## config.mk

```make
export PLATFORM = sky130hd
export DESIGN_NAME = calendar_grid_day_number
export DESIGN_NICKNAME = d
export VERILOG_FILES = /design/src/cgdn_pkg.sv /design/src/calendar_grid_day_number.sv /design/src/cgdn_jan1.sv /design/src/cgdn_cell.sv
export SDC_FILE = /design/constraint.sdc
export NUM_CORES = 1
export LEC_CHECK = 0
export ABC_AREA = 1
export BUFFER_PORTS_ARGS = -buffer_cell sky130_fd_sc_hd__buf_2
export CAP_MARGIN = 0
export CORE_MARGIN = 2
export CORE_UTILIZATION = 61
export CTS_BUF_LIST = sky130_fd_sc_hd__clkbuf_4 sky130_fd_sc_hd__clkbuf_8
export DETAILED_ROUTE_END_ITERATION = 12
export PLACE_DENSITY = 0.8
export SLEW_MARGIN = 0
export SYNTH_ARGS = -nofsm -noshare
export SYNTH_HDL_FRONTEND = slang
export SYNTH_HIERARCHICAL = 1
export SYNTH_SLANG_ARGS = --single-unit
```

## constraint.sdc

```tcl
create_clock -name i_clk -period 6.55 [get_ports i_clk]
set_input_delay 1.31 -clock i_clk [delete_from_list [all_inputs] [get_ports i_clk]]
set_output_delay 1.31 -clock i_clk [all_outputs]
set_load 0.01 [all_outputs]
```

## src/cgdn_pkg.sv

```systemverilog
// Shared types, constants and helpers for the calendar grid day lookup.
// No dependencies; every other file refers to it by scoped names.
package cgdn_pkg;

    localparam int unsigned YEAR_W = 14;
    localparam int unsigned YW     = YEAR_W + 1;  // room for year + 1

    // register stages from request to result
    localparam int unsigned NSTG = 5;

    localparam logic [YW-1:0] YEAR_GREG_CUT   = 15'd1800;
    localparam logic [YW-1:0] YEAR_SWITCH     = 15'd1752;
    localparam logic [YW-1:0] YEAR_CENT_BASE  = 15'd1701;
    localparam logic [YW-1:0] YEAR_QUAD_BASE  = 15'd1601;

    // floor(x / 100) = (x * 5243) >> 19 for every x below 2**15
    localparam logic [12:0] RECIP_100 = 13'd5243;
    localparam int unsigned RECIP_SH  = 19;

    localparam logic [4:0] FEB_COMMON = 5'd28;
    localparam logic [4:0] FEB_LEAP   = 5'd29;
    localparam logic [4:0] SEPT_FULL  = 5'd30;
    localparam logic [4:0] SEPT_SHORT = 5'd19;
    localparam logic [4:0] SEPT_JUMP  = 5'd11;

    localparam logic [3:0] MON_JAN = 4'd1;
    localparam logic [3:0] MON_FEB = 4'd2;
    localparam logic [3:0] MON_SEP = 4'd9;
    localparam logic [3:0] MON_DEC = 4'd12;

    typedef struct packed {
        logic a;
        logic b;
        logic c;
    } t_jan1_en;

    typedef struct packed {
        logic d;
        logic e;
    } t_cell_en;

    // days in month for a common year, Gregorian lengths
    function automatic logic [4:0] month_len(input logic [3:0] m);
        logic [4:0] len;
        unique case (m)
            4'd1, 4'd3, 4'd5, 4'd7, 4'd8, 4'd10, 4'd12: len = 5'd31;
            4'd4, 4'd6, 4'd9, 4'd11:                    len = 5'd30;
            4'd2:                                       len = FEB_COMMON;
            default:                                    len = 5'd0;
        endcase
        return len;
    endfunction

    // weekday shift of the first of month m from January 1, common year
    function automatic logic [2:0] month_offset(input logic [3:0] m);
        logic [2:0] off;
        unique case (m)
            4'd1:    off = 3'd0;
            4'd2:    off = 3'd3;
            4'd3:    off = 3'd3;
            4'd4:    off = 3'd6;
            4'd5:    off = 3'd1;
            4'd6:    off = 3'd4;
            4'd7:    off = 3'd6;
            4'd8:    off = 3'd2;
            4'd9:    off = 3'd5;
            4'd10:   off = 3'd0;
            4'd11:   off = 3'd3;
            4'd12:   off = 3'd5;
            default: off = 3'd0;
        endcase
        return off;
    endfunction

    // x mod 7 by folding octal digits, since 8 = 1 mod 7
    function automatic logic [2:0] mod7(input logic [YW-1:0] x);
        logic [5:0] s1;
        logic [3:0] s2;
        s1 = {3'd0, x[2:0]} + {3'd0, x[5:3]} + {3'd0, x[8:6]}
           + {3'd0, x[11:9]} + {3'd0, x[14:12]};
        s2 = {1'b0, s1[2:0]} + {1'b0, s1[5:3]};
        if (s2 >= 4'd7) begin
            s2 = s2 - 4'd7;
        end
        if (s2 >= 4'd7) begin
            s2 = s2 - 4'd7;
        end
        return s2[2:0];
    endfunction

endpackage

```

## src/calendar_grid_day_number.sv

```systemverilog
// Calendar grid day lookup: year, month and grid cell to day of month.
// One request per cycle is accepted while o_stall is low.
// Throughput set by the five-stage pipeline, which moves whenever its
// next stage is free. Synchronous active-low reset clears valid bits only.
// Depends on cgdn_pkg, cgdn_jan1 and cgdn_cell.
module calendar_grid_day_number (
    input  logic        i_clk,
    input  logic        i_rst_n,
    input  logic        i_valid,
    output logic        o_stall,
    input  logic [13:0] i_year_number,
    input  logic [3:0]  i_month_number,
    input  logic [2:0]  i_week_row,
    input  logic [2:0]  i_weekday_column,
    output logic        o_valid,
    input  logic        i_stall,
    output logic [4:0]  o_day_of_month
);

    logic [cgdn_pkg::NSTG-1:0] r_v, n_v, en;

    // a stage advances when it is empty or the one after it advances
    always_comb begin
        en[cgdn_pkg::NSTG-1] = !r_v[cgdn_pkg::NSTG-1] || !i_stall;
        for (int k = cgdn_pkg::NSTG - 2; k >= 0; k--) begin
            en[k] = !r_v[k] || en[k+1];
        end
        n_v[0] = en[0] ? i_valid : r_v[0];
        for (int k = 1; k < cgdn_pkg::NSTG; k++) begin
            n_v[k] = en[k] ? r_v[k-1] : r_v[k];
        end
    end

    always_ff @(posedge i_clk) begin
        if (!i_rst_n) begin
            r_v <= '0;
        end else begin
            r_v <= n_v;
        end
    end

    assign o_stall = !en[0];
    assign o_valid = r_v[cgdn_pkg::NSTG-1];

    // carry the cell fields alongside the year pipeline
    logic [3:0] r_mon [3];
    logic [2:0] r_wk  [3];
    logic [2:0] r_wd  [3];

    always_ff @(posedge i_clk) begin
        if (en[0]) begin
            r_mon[0] <= i_month_number;
            r_wk[0]  <= i_week_row;
            r_wd[0]  <= i_weekday_column;
        end
        for (int k = 1; k < 3; k++) begin
            if (en[k]) begin
                r_mon[k] <= r_mon[k-1];
                r_wk[k]  <= r_wk[k-1];
                r_wd[k]  <= r_wd[k-1];
            end
        end
    end

    cgdn_pkg::t_jan1_en jan_en;
    cgdn_pkg::t_cell_en cell_en;

    assign jan_en.a  = en[0];
    assign jan_en.b  = en[1];
    assign jan_en.c  = en[2];
    assign cell_en.d = en[3];
    assign cell_en.e = en[4];

    logic [cgdn_pkg::YW-1:0] year_this, year_next;
    logic [2:0]              dow_this, dow_next;

    assign year_this = {1'b0, i_year_number};
    assign year_next = year_this + 15'd1;

    cgdn_jan1 u_jan1_this (
        .i_clk     (i_clk),
        .i_en      (jan_en),
        .i_year    (year_this),
        .o_weekday (dow_this)
    );

    cgdn_jan1 u_jan1_next (
        .i_clk     (i_clk),
        .i_en      (jan_en),
        .i_year    (year_next),
        .o_weekday (dow_next)
    );

    cgdn_cell u_cell (
        .i_clk      (i_clk),
        .i_en       (cell_en),
        .i_dow_this (dow_this),
        .i_dow_next (dow_next),
        .i_month    (r_mon[2]),
        .i_week     (r_wk[2]),
        .i_wday     (r_wd[2]),
        .o_day      (o_day_of_month)
    );

endmodule

```

## src/cgdn_jan1.sv

```systemverilog
// Three-stage pipeline giving the weekday of January 1 of a year.
// Depends on cgdn_pkg (constants, reciprocal of 100, mod7).
module cgdn_jan1 (
    input  logic                     i_clk,
    input  cgdn_pkg::t_jan1_en       i_en,
    input  logic [cgdn_pkg::YW-1:0]  i_year,
    output logic [2:0]               o_weekday
);

    // stage A: base count and century offsets
    logic [cgdn_pkg::YW-1:0] n_base, r_base_a, r_base_b;
    logic [cgdn_pkg::YW-1:0] n_cent, r_cent;
    logic [12:0]             n_quad, r_quad;
    logic                    n_greg, r_greg_a;
    logic                    n_sw, r_sw_a, r_sw_b;
    logic [cgdn_pkg::YW-1:0] y3, quad_diff;

    always_comb begin
        y3        = i_year + 15'd3;
        n_base    = i_year + 15'd4 + {2'b00, y3[14:2]};
        n_greg    = i_year > cgdn_pkg::YEAR_GREG_CUT;
        n_sw      = i_year > cgdn_pkg::YEAR_SWITCH;
        n_cent    = i_year - cgdn_pkg::YEAR_CENT_BASE;
        quad_diff = i_year - cgdn_pkg::YEAR_QUAD_BASE;
        // floor(x/400) = floor(floor(x/4)/100)
        n_quad    = quad_diff[14:2];
    end

    always_ff @(posedge i_clk) begin
        if (i_en.a) begin
            r_base_a <= n_base;
            r_cent   <= n_cent;
            r_quad   <= n_quad;
            r_greg_a <= n_greg;
            r_sw_a   <= n_sw;
        end
    end

    // stage B: divide both offsets by 100
    logic [27:0] prod_cent, prod_quad;
    logic [7:0]  n_qc, r_qc;
    logic [5:0]  n_qq, r_qq;

    always_comb begin
        prod_cent = {13'd0, r_cent} * {15'd0, cgdn_pkg::RECIP_100};
        prod_quad = {15'd0, r_quad} * {15'd0, cgdn_pkg::RECIP_100};
        n_qc = r_greg_a ? prod_cent[cgdn_pkg::RECIP_SH +: 8] : 8'd0;
        n_qq = r_greg_a ? prod_quad[cgdn_pkg::RECIP_SH +: 6] : 6'd0;
    end

    always_ff @(posedge i_clk) begin
        if (i_en.b) begin
            r_base_b <= r_base_a;
            r_sw_b   <= r_sw_a;
            r_qc     <= n_qc;
            r_qq     <= n_qq;
        end
    end

    // stage C: combine and reduce mod 7
    logic [cgdn_pkg::YW-1:0] day_cnt;
    logic [2:0]              n_wd, r_wd;

    always_comb begin
        day_cnt = r_base_b - {7'd0, r_qc} + {9'd0, r_qq}
                + (r_sw_b ? 15'd3 : 15'd0);
        n_wd    = cgdn_pkg::mod7(day_cnt);
    end

    always_ff @(posedge i_clk) begin
        if (i_en.c) begin
            r_wd <= n_wd;
        end
    end

    assign o_weekday = r_wd;

endmodule

```

## src/cgdn_cell.sv

```systemverilog
// Two-stage back end: classify the year, find the month start and
// month length, then map the grid cell to a date.
// Depends on cgdn_pkg (month tables, month and length constants).
module cgdn_cell (
    input  logic               i_clk,
    input  cgdn_pkg::t_cell_en i_en,
    input  logic [2:0]         i_dow_this,
    input  logic [2:0]         i_dow_next,
    input  logic [3:0]         i_month,
    input  logic [2:0]         i_week,
    input  logic [2:0]         i_wday,
    output logic [4:0]         o_day
);

    // stage D
    logic [3:0] gap;
    logic       common, switch_yr, mon_ok;
    logic [4:0] n_dim, r_dim;
    logic [4:0] start_sum;
    logic [2:0] n_dow, r_dow;
    logic [2:0] r_week, r_wday;

    always_comb begin
        gap = {1'b0, i_dow_next} + 4'd7 - {1'b0, i_dow_this};
        if (gap >= 4'd7) begin
            gap = gap - 4'd7;
        end
        common    = gap == 4'd1;
        switch_yr = (gap != 4'd1) && (gap != 4'd2);
        mon_ok    = (i_month >= cgdn_pkg::MON_JAN) && (i_month <= cgdn_pkg::MON_DEC);

        if (!mon_ok) begin
            n_dim = 5'd0;
        end else if (i_month == cgdn_pkg::MON_FEB) begin
            n_dim = common ? cgdn_pkg::FEB_COMMON : cgdn_pkg::FEB_LEAP;
        end else if (i_month == cgdn_pkg::MON_SEP) begin
            n_dim = switch_yr ? cgdn_pkg::SEPT_SHORT : cgdn_pkg::SEPT_FULL;
        end else begin
            n_dim = cgdn_pkg::month_len(i_month);
        end

        // short September pulls later months back 11 days, i.e. +3 mod 7
        start_sum = {2'b00, i_dow_this} + {2'b00, cgdn_pkg::month_offset(i_month)}
                  + ((i_month > cgdn_pkg::MON_FEB && !common) ? 5'd1 : 5'd0)
                  + ((i_month > cgdn_pkg::MON_SEP && switch_yr) ? 5'd3 : 5'd0);
        if (start_sum >= 5'd7) begin
            start_sum = start_sum - 5'd7;
        end
        if (start_sum >= 5'd7) begin
            start_sum = start_sum - 5'd7;
        end
        n_dow = start_sum[2:0];
    end

    always_ff @(posedge i_clk) begin
        if (i_en.d) begin
            r_dim  <= n_dim;
            r_dow  <= n_dow;
            r_week <= i_week;
            r_wday <= i_wday;
        end
    end

    // stage E
    logic [5:0] cell_idx, today;
    logic [4:0] n_day, r_day;

    always_comb begin
        cell_idx = {r_week, 3'd0} - {3'd0, r_week} + {3'd0, r_wday} + 6'd1;
        today    = cell_idx - {3'd0, r_dow};
        n_day    = 5'd0;
        if ((cell_idx > {3'd0, r_dow}) && (today <= {1'b0, r_dim})) begin
            // dates jump from 2 to 14 in the switch month
            if ((r_dim == cgdn_pkg::SEPT_SHORT) && (today >= 6'd3)) begin
                n_day = today[4:0] + cgdn_pkg::SEPT_JUMP;
            end else begin
                n_day = today[4:0];
            end
        end
    end

    always_ff @(posedge i_clk) begin
        if (i_en.e) begin
            r_day <= n_day;
        end
    end

    assign o_day = r_day;

endmodule

```

==> results of run 1 <==
==> Yosys cell counts (all sizes together), types with 3 or more instances <==
cell	instances
nand3	135
nor2	239
a211oi	3
nand3b	5
xnor2	34
nand4	36
o21a	3
buf	10
o211ai	3
nor4	3
a21o	16
a21boi	10
nor3	26
and2	5
or2	5
a31oi	6
o21ai	91
a21oi	174
dfxtp	5
xor2	101
nand2	556
edfxtp	204
inv	775
ha	540
fa	290
o21bai	11
==> what timing repair did <==
action,CTS,global route
pin swaps,36,21
hold buffers,0,0
resized for setup,9,9
setup endpoints to repair,6,6
buffers inserted,7,6
==> layout make-up <==
type,instances,area (µm²)
fillers,3680,16000
inverters,776,2920
repair buffers,76,485
well taps,615,769
clock buffers,50,626
multi-input cells,2304,20100
diodes,1,2.50
flip-flops and latches,209,6230
clock inverters,18,254
==> kinds of logic (layout without fill, tap and decap cells) <==
group | after synthesis | after routing | synth area share, %
AND/OR/NAND/NOR | 1013 | 1013 | 15.0
adder cells (fa/ha/maj) | 830 | 830 | 43.1
buffers and inverters | 788 | 920 | 10.3
AO/OA/AOI/OAI | 324 | 324 | 6.20
flip-flops | 209 | 209 | 21.4
XOR/XNOR | 135 | 135 | 4.06
other | 1 | 3 | 0.0129
==> worst max-delay path by stage <==
stage | startpoint | endpoint | slack, ns | cells past startpoint
2_1_floorplan | u_jan1_next/r_qc[1] | u_jan1_next/o_weekday[0] | -0.15 | 27
3_3_place_gp | u_jan1_next/r_sw_b | u_jan1_next/o_weekday[1] | -0.25 | 29
3_5_place_dp | u_jan1_next/r_qc[1] | u_jan1_next/o_weekday[1] | -0.44 | 27
4_1_cts | u_jan1_next/r_sw_b | u_jan1_next/o_weekday[0] | -0.27 | 28
5_1_grt | u_jan1_this/r_sw_b | u_jan1_this/o_weekday[0] | -0.53 | 28
6_report | u_jan1_this/r_qc[1] | u_jan1_this/o_weekday[0] | -0.28 | 27
==> stage by stage <==
step,hold slack (ns),area (µm²),setup TNS (ns)
final,0.395,31400,-1.43
after global routing,0.426,31400,-2.95
after CTS,0.393,31300,-1.47
after detailed placement,0.405,30300,-2.17
after global placement,0.401,30300,-1.30
after floorplan,0.400,29300,-0.717
==> sequential cells by signal (all words and copies together), names as in the netlist, 8 cells and up <==
signal / cells
u_jan1_this/r_quad: 13
r_wk: 9
u_jan1_this/r_base_b: 15
u_jan1_next/r_base_a: 15
u_jan1_this/r_qc: 8
u_jan1_next/r_cent: 15
u_jan1_next/r_quad: 13
u_jan1_this/r_cent: 15
u_jan1_next/r_qc: 8
u_jan1_this/r_base_a: 15
r_wd: 9
u_jan1_next/r_base_b: 15
r_mon: 12
==> layer usage <==
metal / share of wire [%] / vias to the layer above / wire length, µm / GRT usage, %
met5: 0 / - / 0 / 0
met4: 3.2 / 0 / 1950 / 8.21
met3: 4.8 / 136 / 3000 / 3.28
met2: 50 / 586 / 30800 / 45.9
met1: 42 / 10100 / 26200 / 32.3
li1: - / 10800 / - / -
==> placed cells by master, fill, tap and decap left out, types with 8 or more instances in the layout <==
cell	n
inv_1	761
nand2_1	537
ha_1	530
fa_1	286
nor2_1	225
edfxtp_1	204
a21oi_1	167
nand3_1	117
xor2_1	99
o21ai_0	80
buf_4	42
clkbuf_8	40
nand4_1	34
xnor2_1	34
buf_2	34
nor3_1	24
a21o_1	16
nand2_2	14
nand3_2	13
inv_2	13
o21bai_1	11
clkbuf_4	10
nor2_2	8
o21ai_2	8
==> results.yml, run 1 <==
setup_path:
  worstPathRequired_ns: 6.87
  critPathLaunchType: "register"
  ff2ff_path_depth: 27
  crit_family: "adder cells"
  worst_setup_path_end_kind: "register"
  r2r_end: "u_jan1_this/o_weekday[0]"
  reg2reg_slack_ns: -0.28
  cpMostUsedCell: "fa_1"
  criticalPathCategory: "reg2reg"
  r2r-start: "u_jan1_this/r_qc[1]"
  crit_buf_inv: 2
  crit_arrival_ns: 7.15
  slowest_stage: "fa_1"
  worstPathMaxFanout: 3
  critPathMaxStageDelay_ns: 0.53
flow_run:
  max_cap_violations: 0
global_routing:
  grt_max_degree: 72
  antenna_found_initial: 1
  grt_pass1_vias: 22000
  grt_remaining_overflow: 0
  grt_pass1_wl_um: 103000
  grtUsageTotal_pct: 25.7
logic_synthesis:
  ys_types: 56
  synth-edff-count: 204
  yosysSeqAreaShare_pct: 21.4
  yosys.area.top_type_share_pct: 23.2
  synth_area_per_cell_um2: 8.83
  ys_async_sr_fraction_pct: 0
  synth_area_leader_cell: "ha_1"
  synth.area.top_cells: "ha_1, edfxtp_1, fa_1, inv_1, nand2_1"
  synth_area_um2: 29100
  ys_warn_count: 6
  synth_seq_cells: 209
  synthFlopType: "edfxtp_1"
  synth_cells: 3300
routing:
  drtIter0Drc: 1322
  wl_um: 62000
  avgViaCountPerCell: 5.34
  firstDrtPassIters: 5
  wl_per_cell_um: 15.3
  drtAntennaViolNets: 0
  dr_total_vias: 21600
  drcViolationCount: 0
clock_tree:
  cts.sinks: 209
  cts_root_buf: "clkbuf_8"
  cts_buffers: 37
  cts.clk_slew.worst_paths_ns: 0.06
  insertion_delay_ns: 0.57
  htreeDepth: 2
  cts_tree: "yes"
  clockBufferDepth: 3
floorplan:
  die_x_um: 223
  die_area_um2: 49500
  die_h_um: 223
  ios: 35
  start_util_pct: 61.4
  core_area_um2: 47400
  rows: 80
finish:
  fin_nets: 4262
  area_growth_pct: 7.81
  drive_gt1_share_pct: 7.17
  instances_no_fill: 4049
  postLayoutCoreUtil_pct: 66.2
timing:
  fmax_mhz: 146
  tightest_slew_ns: 1.03
  min_period_over_period_pct: 104
  final.setup.worst_slack_ns: -0.283
  rsz0062_at_grt: "true"
  relSlewSlack_pct: 31.2
  hold_violations: 0
  setup_viol: 6
  period_needed_ns: 6.83
  drv_slew: 0
  finClkSkew_ns: 0.0360
placement:
  gp_congestion: 0.965
  port_buffers: 34
  hpwl_um: 51100
  place_inst: 3967
  dp_worst_setup_slack_ns: -0.436
min_path:
  worstHoldStart: "u_jan1_this/r_sw_a"
  hold_depth: 0
  hold_path.class: "reg2reg"
  whs_endpoint: "u_jan1_this/r_sw_b"
run_status:
  run_status: "finished, violations left"
  failed_checks: "negative setup slack"
Power of run 1 is left out: the tool's default activity adds up to more than one toggle a clock period on the data nets, which glitch-free logic cannot reach.
==> run 2, diff against run 1 <==
SYNTH_HIERARCHICAL = not set   (was 1)
==> results.yml, run 2 <==
logic_synthesis:
  ys_async_sr_fraction_pct: 0
  synth_area_leader_cell: "ha_1"
  synth_area_um2: 28700
  ys_types: 51
  synth_seq_cells: 209
  yosysSeqAreaShare_pct: 21.7
  synth.area.top_cells: "ha_1, edfxtp_1, fa_1, inv_1, nand2_1"
  ys_top_cells_by_count: "inv_1, ha_1, nand2_1"
  synth_area_per_cell_um2: 9.01
  yosysMostFrequentCell: "inv_1"
  syn_nets: 4050
  synthFlopType: "edfxtp_1"
  ys_warn_count: 0
  synth_cells: 3191
  synth-edff-count: 204
  yosys.area.top_type_share_pct: 23.6
routing:
  drtAntennaViolNets: 0
  drtIter0Drc: 1548
  wl_per_cell_um: 16.5
  dr_total_vias: 21500
  wl_um: 65100
  drcViolationCount: 0
  firstDrtPassIters: 5
  avgViaCountPerCell: 5.47
clock_tree:
  cts_tree: "yes"
  htreeDepth: 2
  cts_buffers: 38
  cts_root_buf: "clkbuf_8"
  hold_buffers: 0
  clockBufferDepth: 3
  cts.clk_slew.worst_paths_ns: 0.06
  cts.sinks: 209
  insertion_delay_ns: 0.55
floorplan:
  ios: 35
  core_area_um2: 46600
  die_x_um: 221
  rows: 79
  start_util_pct: 61.7
  die_h_um: 221
  die_area_um2: 48900
setup_path:
  crit_arrival_ns: 7.08
  worstPathRequired_ns: 6.83
  slowest_stage: "fa_2"
  reg2reg_slack_ns: -0.25
  criticalPathCategory: "reg2reg"
  critPathMaxStageDelay_ns: 0.60
  critPathLaunchType: "register"
  worst_setup_path_end_kind: "register"
  crit_buf_inv: 6
  cpMostUsedCell: "inv_2"
  crit_family: "adder cells"
  worstPathMaxFanout: 3
global_routing:
  grt_max_degree: 91
  grt_pass1_vias: 22400
  grt_pass1_wl_um: 108000
  grtUsageTotal_pct: 26.8
  antenna_found_initial: 12
  grt_remaining_overflow: 0
finish:
  final_cell_mix: "inv_1, ha_1, nand2_1"
  drive_gt1_share_pct: 7.08
  final_common_cell: "inv_1"
  area_growth_pct: 7.67
  fin_nets: 4152
timing:
  final.setup.tns_ns: -1.33
  hold_violations: 0
  fmax_mhz: 147
  rsz0062_at_grt: "true"
  final.setup.worst_slack_ns: -0.251
  finClkSkew_ns: 0.0374
  tightest_slew_ns: 0.953
  worst_hold_slack_ns: 0.408
  relSlewSlack_pct: 36.5
  setup_viol: 6
  period_needed_ns: 6.80
  min_period_over_period_pct: 104
  drv_slew: 0
placement:
  hpwl_um: 54500
  dp_worst_setup_slack_ns: -0.384
  gp_congestion: 0.963
  port_buffers: 34
run_status:
  run_status: "finished, violations left"
  failed_checks: "negative setup slack"
flow_run:
  max_cap_violations: 0
min_path:
  hold_path.class: "reg2reg"
[run 2: final timing paths]
kind,from,to,cells after the start
hold / removal,r_mon[0][1],r_mon[0][5],0
hold reg to reg,r_mon[0][1],r_mon[0][5],0
setup / recovery,u_jan1_next.r_qq[1],u_jan1_next.o_weekday[0],28
setup reg to reg,u_jan1_next.r_qq[1],u_jan1_next.o_weekday[0],28
[run 2: area by class of cell]
cell class	count	area (µm²)
diodes	9	22.5
clock inverters	15	148
fillers	3668	15600
flip-flops and latches	209	6230
well taps	607	759
multi-input cells	2211	19800
inverters	761	2870
repair buffers	72	472
clock buffers	50	638
[run 2: layer usage]
| metal | part of all wire (%) | global-route usage, % | routed length (µm) |
|---|---|---|---|
| met5 | 0.041 | 0 | 27 |
| met4 | 2.8 | 7.86 | 1810 |
| met3 | 5.8 | 3.47 | 3760 |
| met1 | 43 | 35.9 | 27900 |
| met2 | 49 | 45.6 | 31600 |
[run 2: kinds of logic after synthesis]
kind of cell | count (synthesis) | share of synthesized area [%]
and+or+nand+nor | 910 | 13.3
adders and majority gates | 831 | 43.7
buffers and inverters | 771 | 10.2
AOI/OAI and AO/OA | 325 | 6.45
DFF | 209 | 21.7
xor gates and xnor gates | 145 | 4.72
[run 2: what timing repair did]
action	4_1_cts	5_1_grt
setup buffers	9	7
resized for setup	36	21
setup endpoints to repair	6	6
pin swaps	26	28
[run 2: through the flow]
step | std cells | util (%) | instance area [µm²]
2_1_floorplan | 3191 | - | 28800
3_3_place_gp | 3844 | 64.1 | 29800
3_5_place_dp | 3844 | 64.1 | 29800
4_1_cts | 3918 | 66.1 | 30800
5_1_grt | 3931 | 66.5 | 30900
6_report | 3934 | 66.5 | 31000
Power of run 2 is left out for the same reason.
